`src/hdl/crcdf_pkg.sv`:
```
// Shared types, constants and the CRC step for the CRC-16 response deframer.
// No dependencies; the RTL files refer to it by scoped names, the testbench imports it.
package crcdf_pkg;

  // Buffer geometry
  localparam int BUFFER_BYTES = 64;
  localparam int IDX_W        = $clog2(BUFFER_BYTES);
  localparam int CNT_W        = $clog2(BUFFER_BYTES + 1);
  localparam int HDR_TRL      = 5;
  localparam int MAX_WORDS    = 29;
  localparam int WORD_W       = $clog2(MAX_WORDS + 1);

  // CRC-16, reflected
  localparam logic [15:0] CRC_INIT = 16'hFFFF;
  localparam logic [15:0] CRC_POLY = 16'hA001;

  // Configuration port
  localparam int ADDR_W = 3;
  localparam int DATA_W = 32;
  localparam logic REG_DEV_ADDR = 1'b0;
  localparam logic REG_TIMEOUT  = 1'b1;
  localparam logic [7:0]  DEV_ADDR_RST = 8'd1;
  localparam logic [15:0] TIMEOUT_RST  = 16'd1000;

  // Request codes
  localparam logic [1:0] REQ_START = 2'd0;
  localparam logic [1:0] REQ_BYTE  = 2'd1;
  localparam logic [1:0] REQ_TICK  = 2'd2;

  // Result codes
  localparam logic       KIND_WORD   = 1'b0;
  localparam logic       KIND_STATUS = 1'b1;
  localparam logic [1:0] ST_OK       = 2'd0;
  localparam logic [1:0] ST_CRC_ERR  = 2'd1;
  localparam logic [1:0] ST_TIMEOUT  = 2'd2;

  typedef struct packed {
    logic [1:0] req_type;
    logic [7:0] expected_function;
    logic [7:0] rx_byte;
  } in_item_t;

  typedef struct packed {
    logic        result_kind;
    logic [15:0] reply_word;
    logic [1:0]  status_code;
    logic        last;
  } out_item_t;

  typedef struct packed {
    logic [7:0]  device_address;
    logic [15:0] timeout_ticks;
  } cfg_t;

  // Which result the output register takes
  typedef enum logic [1:0] {
    RES_WORD,
    RES_OK,
    RES_CRC,
    RES_TIMEOUT
  } res_sel_e;

  typedef struct packed {
    logic     arm;
    logic     put_byte;
    logic     tick;
    logic     word_clear;
    logic     word_next;
    logic     load_out;
    res_sel_e res_sel;
  } cmd_t;

  typedef struct packed {
    logic frame_done;
    logic crc_ok;
    logic timed_out;
    logic words_done;
    logic slot_free;
  } stat_t;

  // One byte folded into the reflected CRC, bit by bit
  function automatic logic [15:0] crc_fold(logic [15:0] crc, logic [7:0] b);
    logic [15:0] c;
    c = crc ^ {8'h00, b};
    for (int k = 0; k < 8; k++) begin
      c = c[0] ? ((c >> 1) ^ CRC_POLY) : (c >> 1);
    end
    return c;
  endfunction

endpackage

```
`src/hdl/crcdf_cfg.sv`:
```
// Configuration registers behind the APB-style port: device address, timeout.
// Depends on crcdf_pkg.
module crcdf_cfg (
  input  logic                        clk_i,
  input  logic                        rst_ni,
  input  logic                        psel,
  input  logic                        penable,
  input  logic                        pwrite,
  input  logic [crcdf_pkg::ADDR_W-1:0] paddr,
  input  logic [crcdf_pkg::DATA_W-1:0] pwdata,
  output logic [crcdf_pkg::DATA_W-1:0] prdata,
  output logic                        pready,
  output crcdf_pkg::cfg_t             cfg_o
);

  logic [7:0]  dev_addr_q;
  logic [15:0] timeout_q;
  logic        wr_en;

  assign pready = 1'b1;
  assign wr_en  = psel && penable && pwrite;

  // Register writes, decoded on the word index
  always_ff @(posedge clk_i or negedge rst_ni) begin
    if (!rst_ni) begin
      dev_addr_q <= crcdf_pkg::DEV_ADDR_RST;
      timeout_q  <= crcdf_pkg::TIMEOUT_RST;
    end else if (wr_en) begin
      unique case (paddr[2])
        crcdf_pkg::REG_DEV_ADDR: dev_addr_q <= pwdata[7:0];
        crcdf_pkg::REG_TIMEOUT:  timeout_q  <= pwdata[15:0];
        default: ;
      endcase
    end
  end

  // Read back
  always_comb begin
    unique case (paddr[2])
      crcdf_pkg::REG_DEV_ADDR: prdata = {{(crcdf_pkg::DATA_W-8){1'b0}}, dev_addr_q};
      crcdf_pkg::REG_TIMEOUT:  prdata = {{(crcdf_pkg::DATA_W-16){1'b0}}, timeout_q};
      default:                 prdata = '0;
    endcase
  end

  assign cfg_o.device_address = dev_addr_q;
  assign cfg_o.timeout_ticks  = timeout_q;

endmodule

```
`src/hdl/crcdf_dpath.sv`:
```
// Datapath: frame buffer memory, header bytes, CRC, tick counter, word index
// and the output register. Driven by crcdf_ctrl commands; depends on crcdf_pkg.
module crcdf_dpath (
  input  logic                 clk_i,
  input  logic                 rst_ni,
  input  crcdf_pkg::in_item_t  in_item_i,
  input  crcdf_pkg::cfg_t      cfg_i,
  input  crcdf_pkg::cmd_t      cmd_i,
  output crcdf_pkg::stat_t     stat_o,
  output logic                 out_valid_o,
  input  logic                 out_stall_i,
  output crcdf_pkg::out_item_t out_item_o
);

  localparam int IW = crcdf_pkg::IDX_W;
  localparam int CW = crcdf_pkg::CNT_W;
  localparam int WW = crcdf_pkg::WORD_W;

  logic [7:0] mem [crcdf_pkg::BUFFER_BYTES];

  logic [CW-1:0] count_q;
  logic [15:0]   crc_q;
  logic [15:0]   elapsed_q;
  logic [7:0]    wanted_q;
  logic [7:0]    hdr0_q, hdr1_q, hdr2_q;
  logic [WW-1:0] j_q, j_d;
  logic [7:0]    rd_hi_q, rd_lo_q;
  logic          out_valid_q;
  crcdf_pkg::out_item_t out_item_q;

  logic          full;
  logic          wr_byte;
  logic [15:0]   limit;
  logic [6:0]    half_len;
  logic [WW-1:0] n_words;
  logic [WW:0]   hi_addr, lo_addr;
  logic [8:0]    len_sum;

  assign full    = (count_q == CW'(crcdf_pkg::BUFFER_BYTES));
  assign wr_byte = cmd_i.put_byte && !full;

  // Run state: count, CRC, ticks, wanted code
  always_ff @(posedge clk_i or negedge rst_ni) begin
    if (!rst_ni) begin
      count_q   <= '0;
      crc_q     <= crcdf_pkg::CRC_INIT;
      elapsed_q <= '0;
      wanted_q  <= '0;
    end else if (cmd_i.arm) begin
      count_q   <= '0;
      crc_q     <= crcdf_pkg::CRC_INIT;
      elapsed_q <= '0;
      wanted_q  <= in_item_i.expected_function;
    end else begin
      if (wr_byte) begin
        count_q <= count_q + CW'(1);
        crc_q   <= crcdf_pkg::crc_fold(crc_q, in_item_i.rx_byte);
      end
      if (cmd_i.tick && (elapsed_q != 16'hFFFF)) begin
        elapsed_q <= elapsed_q + 16'd1;
      end
    end
  end

  // Frame buffer and header copies
  always_ff @(posedge clk_i) begin
    if (wr_byte) begin
      mem[count_q[IW-1:0]] <= in_item_i.rx_byte;
      if (count_q == CW'(0)) hdr0_q <= in_item_i.rx_byte;
      if (count_q == CW'(1)) hdr1_q <= in_item_i.rx_byte;
      if (count_q == CW'(2)) hdr2_q <= in_item_i.rx_byte;
    end
  end

  // Word index; read addresses follow its next value so data is ready with it
  always_comb begin
    if (cmd_i.word_clear) begin
      j_d = '0;
    end else if (cmd_i.word_next) begin
      j_d = j_q + WW'(1);
    end else begin
      j_d = j_q;
    end
  end

  assign hi_addr = {j_d, 1'b0} + (WW+1)'(3);
  assign lo_addr = {j_d, 1'b0} + (WW+1)'(4);

  always_ff @(posedge clk_i or negedge rst_ni) begin
    if (!rst_ni) begin
      j_q <= '0;
    end else begin
      j_q <= j_d;
    end
  end

  always_ff @(posedge clk_i) begin
    rd_hi_q <= mem[IW'(hi_addr)];
    rd_lo_q <= mem[IW'(lo_addr)];
  end

  // Completion and timeout checks
  assign len_sum  = {1'b0, hdr2_q} + 9'(crcdf_pkg::HDR_TRL);
  assign half_len = hdr2_q[7:1];
  assign n_words  = (half_len > 7'(crcdf_pkg::MAX_WORDS)) ?
                    WW'(crcdf_pkg::MAX_WORDS) : WW'(half_len);
  assign limit    = (cfg_i.timeout_ticks == 16'd0) ? 16'd1 : cfg_i.timeout_ticks;

  assign stat_o.frame_done = (count_q > CW'(crcdf_pkg::HDR_TRL)) &&
                             (hdr0_q == cfg_i.device_address) &&
                             (hdr1_q == wanted_q) &&
                             (len_sum == 9'(count_q));
  assign stat_o.crc_ok     = (crc_q == 16'd0);
  assign stat_o.timed_out  = (elapsed_q >= limit);
  assign stat_o.words_done = (j_q == n_words);
  assign stat_o.slot_free  = !out_valid_q || !out_stall_i;

  // Output register
  always_ff @(posedge clk_i or negedge rst_ni) begin
    if (!rst_ni) begin
      out_valid_q <= 1'b0;
    end else if (cmd_i.load_out) begin
      out_valid_q <= 1'b1;
    end else if (!out_stall_i) begin
      out_valid_q <= 1'b0;
    end
  end

  always_ff @(posedge clk_i) begin
    if (cmd_i.load_out) begin
      unique case (cmd_i.res_sel)
        crcdf_pkg::RES_WORD: begin
          out_item_q <= '{crcdf_pkg::KIND_WORD, {rd_hi_q, rd_lo_q},
                          crcdf_pkg::ST_OK, 1'b0};
        end
        crcdf_pkg::RES_OK: begin
          out_item_q <= '{crcdf_pkg::KIND_STATUS, 16'd0, crcdf_pkg::ST_OK, 1'b1};
        end
        crcdf_pkg::RES_CRC: begin
          out_item_q <= '{crcdf_pkg::KIND_STATUS, 16'd0, crcdf_pkg::ST_CRC_ERR, 1'b1};
        end
        crcdf_pkg::RES_TIMEOUT: begin
          out_item_q <= '{crcdf_pkg::KIND_STATUS, 16'd0, crcdf_pkg::ST_TIMEOUT, 1'b1};
        end
        default: ;
      endcase
    end
  end

  assign out_valid_o = out_valid_q;
  assign out_item_o  = out_item_q;

endmodule

```
`src/hdl/crcdf_ctrl.sv`:
```
// Controller: reception state machine that sequences the datapath by commands.
// Depends on crcdf_pkg.
module crcdf_ctrl (
  input  logic             clk_i,
  input  logic             rst_ni,
  input  logic             in_valid_i,
  input  logic [1:0]       req_type_i,
  output logic             in_stall_o,
  input  crcdf_pkg::stat_t stat_i,
  output crcdf_pkg::cmd_t  cmd_o
);

  typedef enum logic [1:0] {
    S_IDLE,
    S_ARMED,
    S_EVAL,
    S_WORDS
  } state_e;

  state_e state_q, state_d;
  logic   accept;

  assign in_stall_o = (state_q == S_EVAL) || (state_q == S_WORDS);
  assign accept     = in_valid_i && !in_stall_o;

  // Next state and commands
  always_comb begin
    state_d = state_q;
    cmd_o   = '{arm: 1'b0, put_byte: 1'b0, tick: 1'b0, word_clear: 1'b0,
                word_next: 1'b0, load_out: 1'b0, res_sel: crcdf_pkg::RES_WORD};
    unique case (state_q)
      S_IDLE: begin
        if (accept && (req_type_i == crcdf_pkg::REQ_START)) begin
          cmd_o.arm = 1'b1;
          state_d   = S_ARMED;
        end
      end
      S_ARMED: begin
        if (accept) begin
          unique case (req_type_i)
            crcdf_pkg::REQ_START: cmd_o.arm = 1'b1;
            crcdf_pkg::REQ_BYTE: begin
              cmd_o.put_byte = 1'b1;
              state_d        = S_EVAL;
            end
            crcdf_pkg::REQ_TICK: begin
              cmd_o.tick = 1'b1;
              state_d    = S_EVAL;
            end
            default: ;
          endcase
        end
      end
      // Look at the updated counters in the cycle after a byte or tick
      S_EVAL: begin
        priority if (stat_i.timed_out) begin
          if (stat_i.slot_free) begin
            cmd_o.load_out = 1'b1;
            cmd_o.res_sel  = crcdf_pkg::RES_TIMEOUT;
            state_d        = S_IDLE;
          end
        end else if (stat_i.frame_done && !stat_i.crc_ok) begin
          if (stat_i.slot_free) begin
            cmd_o.load_out = 1'b1;
            cmd_o.res_sel  = crcdf_pkg::RES_CRC;
            state_d        = S_IDLE;
          end
        end else if (stat_i.frame_done) begin
          cmd_o.word_clear = 1'b1;
          state_d          = S_WORDS;
        end else begin
          state_d = S_ARMED;
        end
      end
      // One payload word per free output slot, then status ok
      S_WORDS: begin
        if (stat_i.slot_free) begin
          cmd_o.load_out = 1'b1;
          if (stat_i.words_done) begin
            cmd_o.res_sel = crcdf_pkg::RES_OK;
            state_d       = S_IDLE;
          end else begin
            cmd_o.res_sel   = crcdf_pkg::RES_WORD;
            cmd_o.word_next = 1'b1;
          end
        end
      end
      default: state_d = S_IDLE;
    endcase
  end

  always_ff @(posedge clk_i or negedge rst_ni) begin
    if (!rst_ni) begin
      state_q <= S_IDLE;
    end else begin
      state_q <= state_d;
    end
  end

endmodule

```
`src/hdl/crc16_response_deframer.sv`:
```
// CRC-16 reply deframer, top level.
// Input channel (in_valid_i / in_stall_o / in_item_i) carries start, byte and
// tick items; an item moves at a clock edge with valid high and stall low.
// A start arms reception and sets the function code the reply must carry.
// Each byte is stored in a 64-entry buffer memory and folded into the CRC.
// A byte or tick is accepted and then checked in the controller's check state,
// during which in_stall_o is high. Output channel (out_valid_o / out_stall_i /
// out_item_o) is fed from one output register. A good frame gives one item per
// cycle while out_stall_i is low: floor(length/2) payload words read from the
// buffer over two read ports, then status ok; the word state loads each word
// from the read registers into the output register. Errors give a single status
// item (crc error or timeout), loaded from the check state once the output slot is free.
// While out_stall_i is high the output register holds; a word run pauses and
// the input stays stalled, but after a final status the block takes new items
// while the status waits.
// Reset clears the run state and returns to idle; configuration registers go
// to address 1 and 1000 ticks. Bytes and ticks are ignored while idle.
// Registers sit at byte addresses 0 (device address) and 4 (timeout ticks).
module crc16_response_deframer (
  input  logic                         clk_i,
  input  logic                         rst_ni,
  input  logic                         in_valid_i,
  output logic                         in_stall_o,
  input  crcdf_pkg::in_item_t          in_item_i,
  output logic                         out_valid_o,
  input  logic                         out_stall_i,
  output crcdf_pkg::out_item_t         out_item_o,
  input  logic                         psel,
  input  logic                         penable,
  input  logic                         pwrite,
  input  logic [crcdf_pkg::ADDR_W-1:0] paddr,
  input  logic [crcdf_pkg::DATA_W-1:0] pwdata,
  output logic [crcdf_pkg::DATA_W-1:0] prdata,
  output logic                         pready
);

  crcdf_pkg::cfg_t  cfg;
  crcdf_pkg::cmd_t  cmd;
  crcdf_pkg::stat_t stat;

  crcdf_cfg u_cfg (
    .clk_i   (clk_i),
    .rst_ni  (rst_ni),
    .psel    (psel),
    .penable (penable),
    .pwrite  (pwrite),
    .paddr   (paddr),
    .pwdata  (pwdata),
    .prdata  (prdata),
    .pready  (pready),
    .cfg_o   (cfg)
  );

  crcdf_ctrl u_ctrl (
    .clk_i      (clk_i),
    .rst_ni     (rst_ni),
    .in_valid_i (in_valid_i),
    .req_type_i (in_item_i.req_type),
    .in_stall_o (in_stall_o),
    .stat_i     (stat),
    .cmd_o      (cmd)
  );

  crcdf_dpath u_dpath (
    .clk_i       (clk_i),
    .rst_ni      (rst_ni),
    .in_item_i   (in_item_i),
    .cfg_i       (cfg),
    .cmd_i       (cmd),
    .stat_o      (stat),
    .out_valid_o (out_valid_o),
    .out_stall_i (out_stall_i),
    .out_item_o  (out_item_o)
  );

endmodule

```
`config.mk`:
```
export PLATFORM = sky130hd
export DESIGN_NAME = crc16_response_deframer
export DESIGN_NICKNAME = d
export VERILOG_FILES = /design/src/hdl/crcdf_pkg.sv /design/src/hdl/crcdf_cfg.sv /design/src/hdl/crcdf_dpath.sv /design/src/hdl/crcdf_ctrl.sv /design/src/hdl/crc16_response_deframer.sv
export SDC_FILE = /design/constraint.sdc
export NUM_CORES = 1
export LEC_CHECK = 0
export ABC_AREA = 0
export ABC_CLOCK_PERIOD_IN_PS = 15300
export BUFFER_PORTS_ARGS = -buffer_cell sky130_fd_sc_hd__buf_2
export CORE_UTILIZATION = 55
export DETAILED_ROUTE_END_ITERATION = 12
export HOLD_SLACK_MARGIN = 0.08
export PLACE_DENSITY_LB_ADDON = 0.08
export RECOVER_POWER = 100
export SYNTH_ARGS = -nofsm -noshare
export SYNTH_HDL_FRONTEND = slang
export SYNTH_SLANG_ARGS = --single-unit
```
`constraint.sdc`:
```
create_clock -name clk_i -period 15.3 [get_ports clk_i]
set_input_delay 3.06 -clock clk_i [delete_from_list [all_inputs] [get_ports clk_i]]
set_output_delay 3.06 -clock clk_i [all_outputs]
set_load 0.03 [all_outputs]
```
# Word-level counts from Yosys, hierarchy flattened
# Memories as Yosys holds them, arrays and structs flattened. A register that Yosys moved wholly into a read port is not among the register bits.
# Index checks and enable logic that the tools add are counted.
totals:
  ff_bits: 123
  out_inout_bits: 55
  mem_bits_rw: 512
  inputBits: 60
  memories: 1
mem_list:
  columns: ["memory", "words", "width", "read_ports", "rd_clocked_by_memory_dff", "wr", "line_no", "text"]
  rows:
  - ["u_dpath.mem", 64, 8, 2, 2, 1, "crcdf_dpath.sv:19", "logic [7:0] mem [crcdf_pkg::BUFFER_BYTES];"]
op_classes:
  n_eq_ne: 22
  n_bitwise: 10
  muxes: 54
  n_addsub: 6
  n_reduce_logical: 32
  order_cmp: 3
ops:
  columns: ["op", "n"]
  rows:
  - ["$mux W16", 13]
  - ["$pmux W20 S4", 1]
  - ["$pmux W32 S2", 1]
  - ["$logic_not A16 Y1", 2]
  - ["$not A2 Y3", 8]
  - ["$mux W2", 10]
  - ["$add A16 B1 Y16 const B", 1]
  - ["$eq A8 B8 Y1", 2]
  - ["$ge A16 B16 Y1", 1]
  - ["$ne A16 B16 Y1 const B", 1]
  - ["$xor A16 B8 Y16", 1]
  - ["$mux W1", 15]
  - ["$mux W3", 5]
  - ["$mux W5", 3]
  - ["$mux W7", 2]
  - ["$eq A2 B2 Y1 const B", 5]
  - ["$logic_and A1 B1 Y1", 10]
  - ["$reduce_and A2 Y1", 5]
  - ["$add A8 B3 Y9 const B", 1]
  - ["$eq A9 B7 Y1", 1]
  - ["$pmux W2 S4", 1]
  - ["$add A7 B1 Y7 const B", 1]
  - ["$eq A7 B1 Y1 const B", 1]
  - ["$eq A7 B2 Y1 const B", 1]
  - ["21 further kinds", 35]

# Longest topological paths before layout
logic_depth:
  depth_word: 19
  depth_mapped: 21

# Modules after synthesis
# A second synthesis with hierarchy kept.
unflattened:
  hier_cells: 1673
  hier_area_um2: 27340.0
by_module_without_submodules:
  columns: ["mod", "area_each_um2", "seq_area_each_um2", "n_inst", "cells_per_inst"]
  rows:
  - ["crcdf_dpath", 25816.0, 18332.6, 1, 1551]
  - ["crcdf_cfg", 1261.2, 609.3, 1, 88]
  - ["crcdf_ctrl", 262.8, 50.0, 1, 34]

# Worst setup path before layout
# Ideal clock, no wire load.
synth_path:
  path_kind: "input port to output port"
  startpoint: "input port paddr[2] in the netlist's numbering"
  endpoint: "output port prdata[6] in the netlist's numbering"
  slack_ns: 8.223
  path_buffers: 2
  path_stages: 3
  required_ns: 12.240
  t_arrival_ns: 4.017
  cell_sequence: "clkbuf_1 > clkbuf_1 > mux2_2"
synth_via:
  elab_chain_cells: 2
synth_rtl:
  columns: ["item", "line_no", "text"]
  rows:
  - ["from (decl)", "crc16_response_deframer.sv:31", "input logic [crcdf_pkg::ADDR_W-1:0] paddr,"]
  - ["$not A1 Y1 (no line)", null, null]
  - ["$pmux W32 S2 *", "crcdf_cfg.sv:39", "unique case (paddr[2])"]
  - ["to (decl)", "crc16_response_deframer.sv:33", "output logic [crcdf_pkg::DATA_W-1:0] prdata,"]
# Every way passes the cells marked *; elsewhere a longest branch is shown, timed or not. The select of a mux whose other input is x is not followed.

# Worst setup path in the final report
layout_path:
  startpoint: "input port out_stall_i"
  endpoint: "register u_dpath.rd_hi_q[0], read port of u_dpath.mem"
layout_via:
  elab_chain_cells: 7
layout_rtl:
  columns: ["item", "line_no", "text"]
  rows:
  - ["from (decl)", "crc16_response_deframer.sv:26", "input logic out_stall_i,"]
  - ["$logic_not A1 Y1", "crcdf_dpath.sv:116", "assign stat_o.slot_free = !out_valid_q || !out_stall_i;"]
  - ["$logic_or A1 B1 Y1", "crcdf_dpath.sv:116", null]
  - ["$mux W4", "crcdf_ctrl.sv:77", "if (stat_i.slot_free) begin"]
  - ["$mux W1", "crcdf_ctrl.sv:31", "unique case (state_q)"]
  - ["$mux W5", "crcdf_dpath.sv:79", "end else if (cmd_i.word_next) begin"]
  - ["$mux W5", "crcdf_dpath.sv:77", "if (cmd_i.word_clear) begin"]
  - ["$add A6 B2 Y6", "crcdf_dpath.sv:86", "assign hi_addr = {j_d, 1'b0} + (WW+1)'(3);"]
  - ["to (decl)", "crcdf_dpath.sv:27", "logic [7:0] rd_hi_q, rd_lo_q;"]
# Every way passes these cells.
# A chain may end at the register's enable or synchronous reset.

==> results by group <==
Drt
  • Antenna Nets Post-Route: 0
  • Via count: 15,300
  • Via-per-instance ratio: 5.99
  • DR WL/cell: 24.0 um
  • Final WL: 61,400 um
  • DRC Markers: 0
  • Initial DRC count: 1,306
  • 1st-pass router iterations: 5

Clock network
  • CTS Buf Count: 68
  • Root buffer cell: clkbuf_16
  • H-tree levels: 3
  • Clock buffer depth: 3
  • Clk Latency, worst-skew pair: 0.61 ns
  • Sinks on Clock Net: 650
  • CTS tree: done
  • Hold_buf cts: 0
  • Setup Buffers After CTS: 0
  • Post-CTS sizing: 0
  • Clock transition at the registers of the reported paths: 0.06 ns

Global route
  • Overall routing resource usage: 24.9%
  • Initial antenna violation count: 3
  • Vias in the first global route: 15,000
  • First-pass GRT wire length: 92,700 um
  • Grt ovf: 0
  • Pin count of the biggest net entering global routing: 80

Die
  • Die area: 50,400 um^2
  • I/O pins: 115
  • Initial cell density of the core: 55.8%
  • Floorplan row count: 81
  • Core Area: 48,800 um^2
  • Width of the die: 225 um
  • Die height: 225 um

Synth
  • Netlist cell types: 79
  • Sequential share of the synthesized area: 69.7%
  • Ys Warns: 0
  • Cells after Synth: 1,766
  • Number of synthesized flops with an enable pin: 555
  • Post-Syn Area per Cell: 15.4 um^2
  • Most used DFF post-synth: edfxtp_1
  • Synthesis-stage register bit count: 650
  • Mapped cell area: 27,200 um^2
  • Fraction of registers with async set/reset: 12.2%

Timing
  • Hold Slack: 0.496 ns
  • Final worst-path cycle share: 74.8%
  • RSZ-0062 raised after global routing: false
  • Worst setup margin: 3.85 ns
  • Setup TNS: 0 ns
  • # setup viols final: 0
  • Final clock skew: 0.0241 ns
  • Tmin final: 11.45 ns
  • F_max: 87.4 MHz
  • Worst Tran Pin Value: 4.35 ns
  • Slew Viols, Final: 747
  • Relative slew slack: -190%
  • Hold Fails Final Rpt: 0

Layout
  • # diodes: 0
  • Utilization after layout: 61.9%
  • Area occupied by multi-input gates: 7640 um^2
  • Layout cell share with drive strength beyond 1: 16.7%
  • Fill cells: 3,688
  • Area delta synth->final: 11.0%
  • Register area: 19,000 um^2
  • Post-layout nets: 1,930

Status
  • Status: complete, but fails checks
  • Violated checks: max-capacitance violations, max-slew violations

Placement
  • Placer Congestion: 0.824
  • IO Port Bufs: 79
  • Place WS: 6.25 ns
  • Post-DP HPWL: 37,100 um

Critical path
  • Largest fanout on the critical path: 64
  • Crit. End Element: flop
  • Critical setup path kind: in2reg
  • CP Launch Type: input pin
  • Required time worst endpoint: 15.74 ns
  • CP arrival: 11.88 ns

Pwr
  • VDD IR max: 0.282 mV
  • LEAKAGE: 10.3 nW
  • Pwr Density: 239 nW/um^2

Worst hold path
  • HP Class: reg2reg

Job
  • MaxCap Viol Count: 13
[power by group]
group / switching, mW / leakage (nW) / internal (mW) / total [mW]
registers: 0.0898 / 6.09 / 2.08 / 2.17
clock network: 0.665 / 1.07 / 0.950 / 1.62
logic: 1.95 / 3.12 / 1.48 / 3.43
total: 2.71 / 10.3 / 4.51 / 7.22
[state kept, by name, summed over array words and instances, names as in the netlist]
| register | flops |
|---|---|
| u_cfg.dev_addr_q | 8 |
| u_cfg.timeout_q | 16 |
| u_ctrl.state_q | 2 |
| u_dpath.count_q | 7 |
| u_dpath.crc_q | 16 |
| u_dpath.elapsed_q | 16 |
| u_dpath.hdr0_q | 8 |
| u_dpath.hdr1_q | 8 |
| u_dpath.hdr2_q | 8 |
| u_dpath.j_q | 5 |
| u_dpath.mem | 512 |
| u_dpath.out_item_o | 19 |
| u_dpath.out_valid_o | 1 |
| u_dpath.rd_hi_q | 8 |
| u_dpath.rd_lo_q | 8 |
| u_dpath.wanted_q | 8 |
[through the flow]
stage | total power [mW] | cell area, um^2 | std cells
4_1_cts | 7.15 | 30400 | 2558
5_1_grt | 7.60 | 30200 | 2558
6_report | 7.22 | 30200 | 2558
2_1_floorplan | 4.61 | 27300 | 1781
3_3_place_gp | 5.49 | 28200 | 2436
3_5_place_dp | 5.53 | 28200 | 2436
[final cells by class]
class,instances,share of cell area [%]
Timing Repair Buffer,105,1.61
Multi-Input combinational cell,984,25.3
Clock buffer,95,6.23
Tap cell,664,2.75
Sequential cell,650,62.8
Clock inverter,27,0.960
Inverter,33,0.410
[Yosys cell counts (7+ instances only)]
| cell | instances | area (um^2) |
|---|---|---|
| a2bb2oi_1 | 10 | 87.6 |
| xor2_1 | 22 | 193 |
| buf_2 | 25 | 125 |
| mux4_2 | 80 | 1800 |
| a31oi_1 | 9 | 56.3 |
| buf_4 | 21 | 158 |
| o221ai_1 | 22 | 193 |
| and3_1 | 22 | 138 |
| o211ai_1 | 26 | 195 |
| nor3_1 | 11 | 55.1 |
| inv_1 | 30 | 113 |
| nor2_1 | 114 | 428 |
| mux2i_1 | 28 | 280 |
| xnor2_1 | 50 | 438 |
| o22ai_1 | 10 | 62.6 |
| or3_1 | 15 | 93.8 |
| nand2_1 | 162 | 608 |
| and2_0 | 7 | 43.8 |
| nand4_1 | 20 | 125 |
| nand2b_1 | 8 | 50.1 |
| and2_1 | 37 | 231 |
| dfxtp_1 | 16 | 320 |
| edfxtp_1 | 555 | 16700 |
| clkbuf_1 | 54 | 203 |
| ha_1 | 28 | 350 |
| a21o_1 | 8 | 60.1 |
| a2111oi_0 | 17 | 149 |
| o221a_2 | 17 | 191 |
| buf_1 | 10 | 37.5 |
| dfstp_2 | 23 | 604 |
| dfrtp_1 | 56 | 1400 |
| o21ai_0 | 34 | 170 |
| and4_1 | 9 | 78.8 |
| mux2_2 | 37 | 417 |
| nand3_1 | 55 | 275 |
| nor2b_1 | 7 | 43.8 |
| a21oi_1 | 36 | 180 |
| nor4_1 | 10 | 62.6 |
[path summary, 6_finish.rpt]
kind	start	end	slack (ns)	cells past startpoint
max	out_stall_i	u_dpath.rd_hi_q[0]	3.85	15
min	u_dpath.crc_q[9]	u_dpath.crc_q[1]	0.50	2
max reg2reg	u_cfg.timeout_q[9]	u_dpath.rd_hi_q[0]	5.77	18
min reg2reg	u_dpath.crc_q[9]	u_dpath.crc_q[1]	0.50	2
max in group asynchronous	rst_ni	u_dpath.count_q[2]	8.85	1
min in group asynchronous	rst_ni	u_cfg.timeout_q[0]	4.01	1
[logic make-up (layout without fill, tap and decap cells)]
kind of cell	count (synthesis)	after routing	share of synthesized area, %
and+or+nand+nor	499	499	8.90
adders and majority gates	28	28	1.29
DFF	650	650	69.7
buffers and inverters	147	260	2.54
AOI/OAI and AO/OA	223	223	6.04
xor gates and xnor gates	72	72	2.31
other	2	17	0.0276
muxes	145	145	9.17
[routing by layer]
layer	routed length [um]	track usage [%]
met5	13	0
met4	1460	6.98
met3	3400	3.70
met2	29700	40.0
met1	26900	35.9
[critical path: stages]
cell and delay, ns:
clkbuf_1 0.09, nand2_1 0.20, nand3_1 0.23, nor4_1 0.71
nor2_1 0.22, mux2_2 0.70, nand2b_1 0.11, buf_4 0.26
inv_1 1.07, ha_2 0.37, clkbuf_1 2.83, mux4_2 0.55
and2_0 0.22, a2111oi_0 0.97, o22ai_1 0.21
[placed cells by master (no fill, tap or decap), types with 10 or more instances in the layout]
master / count
a2111oi_0: 16
a2bb2oi_1: 10
inv_1: 31
and3_1: 22
o22ai_1: 10
edfxtp_1: 555
a21oi_1: 35
nor3_1: 11
nand2_1: 162
and2_1: 31
nand4_1: 20
xnor2_1: 49
ha_1: 26
buf_2: 37
xor2_1: 22
o211ai_1: 26
buf_4: 12
mux2i_1: 28
clkbuf_1: 77
dfstp_2: 23
nor2_1: 114
o221a_2: 17
mux4_2: 80
conb_1: 17
nor4_1: 11
o221ai_1: 22
dfrtp_1: 56
or3_1: 15
dfxtp_1: 16
clkinv_2: 11
mux2_2: 36
and2_0: 13
nand3_1: 55
clkbuf_16: 70
o21ai_0: 36
(Power assumes the default switching activity.)
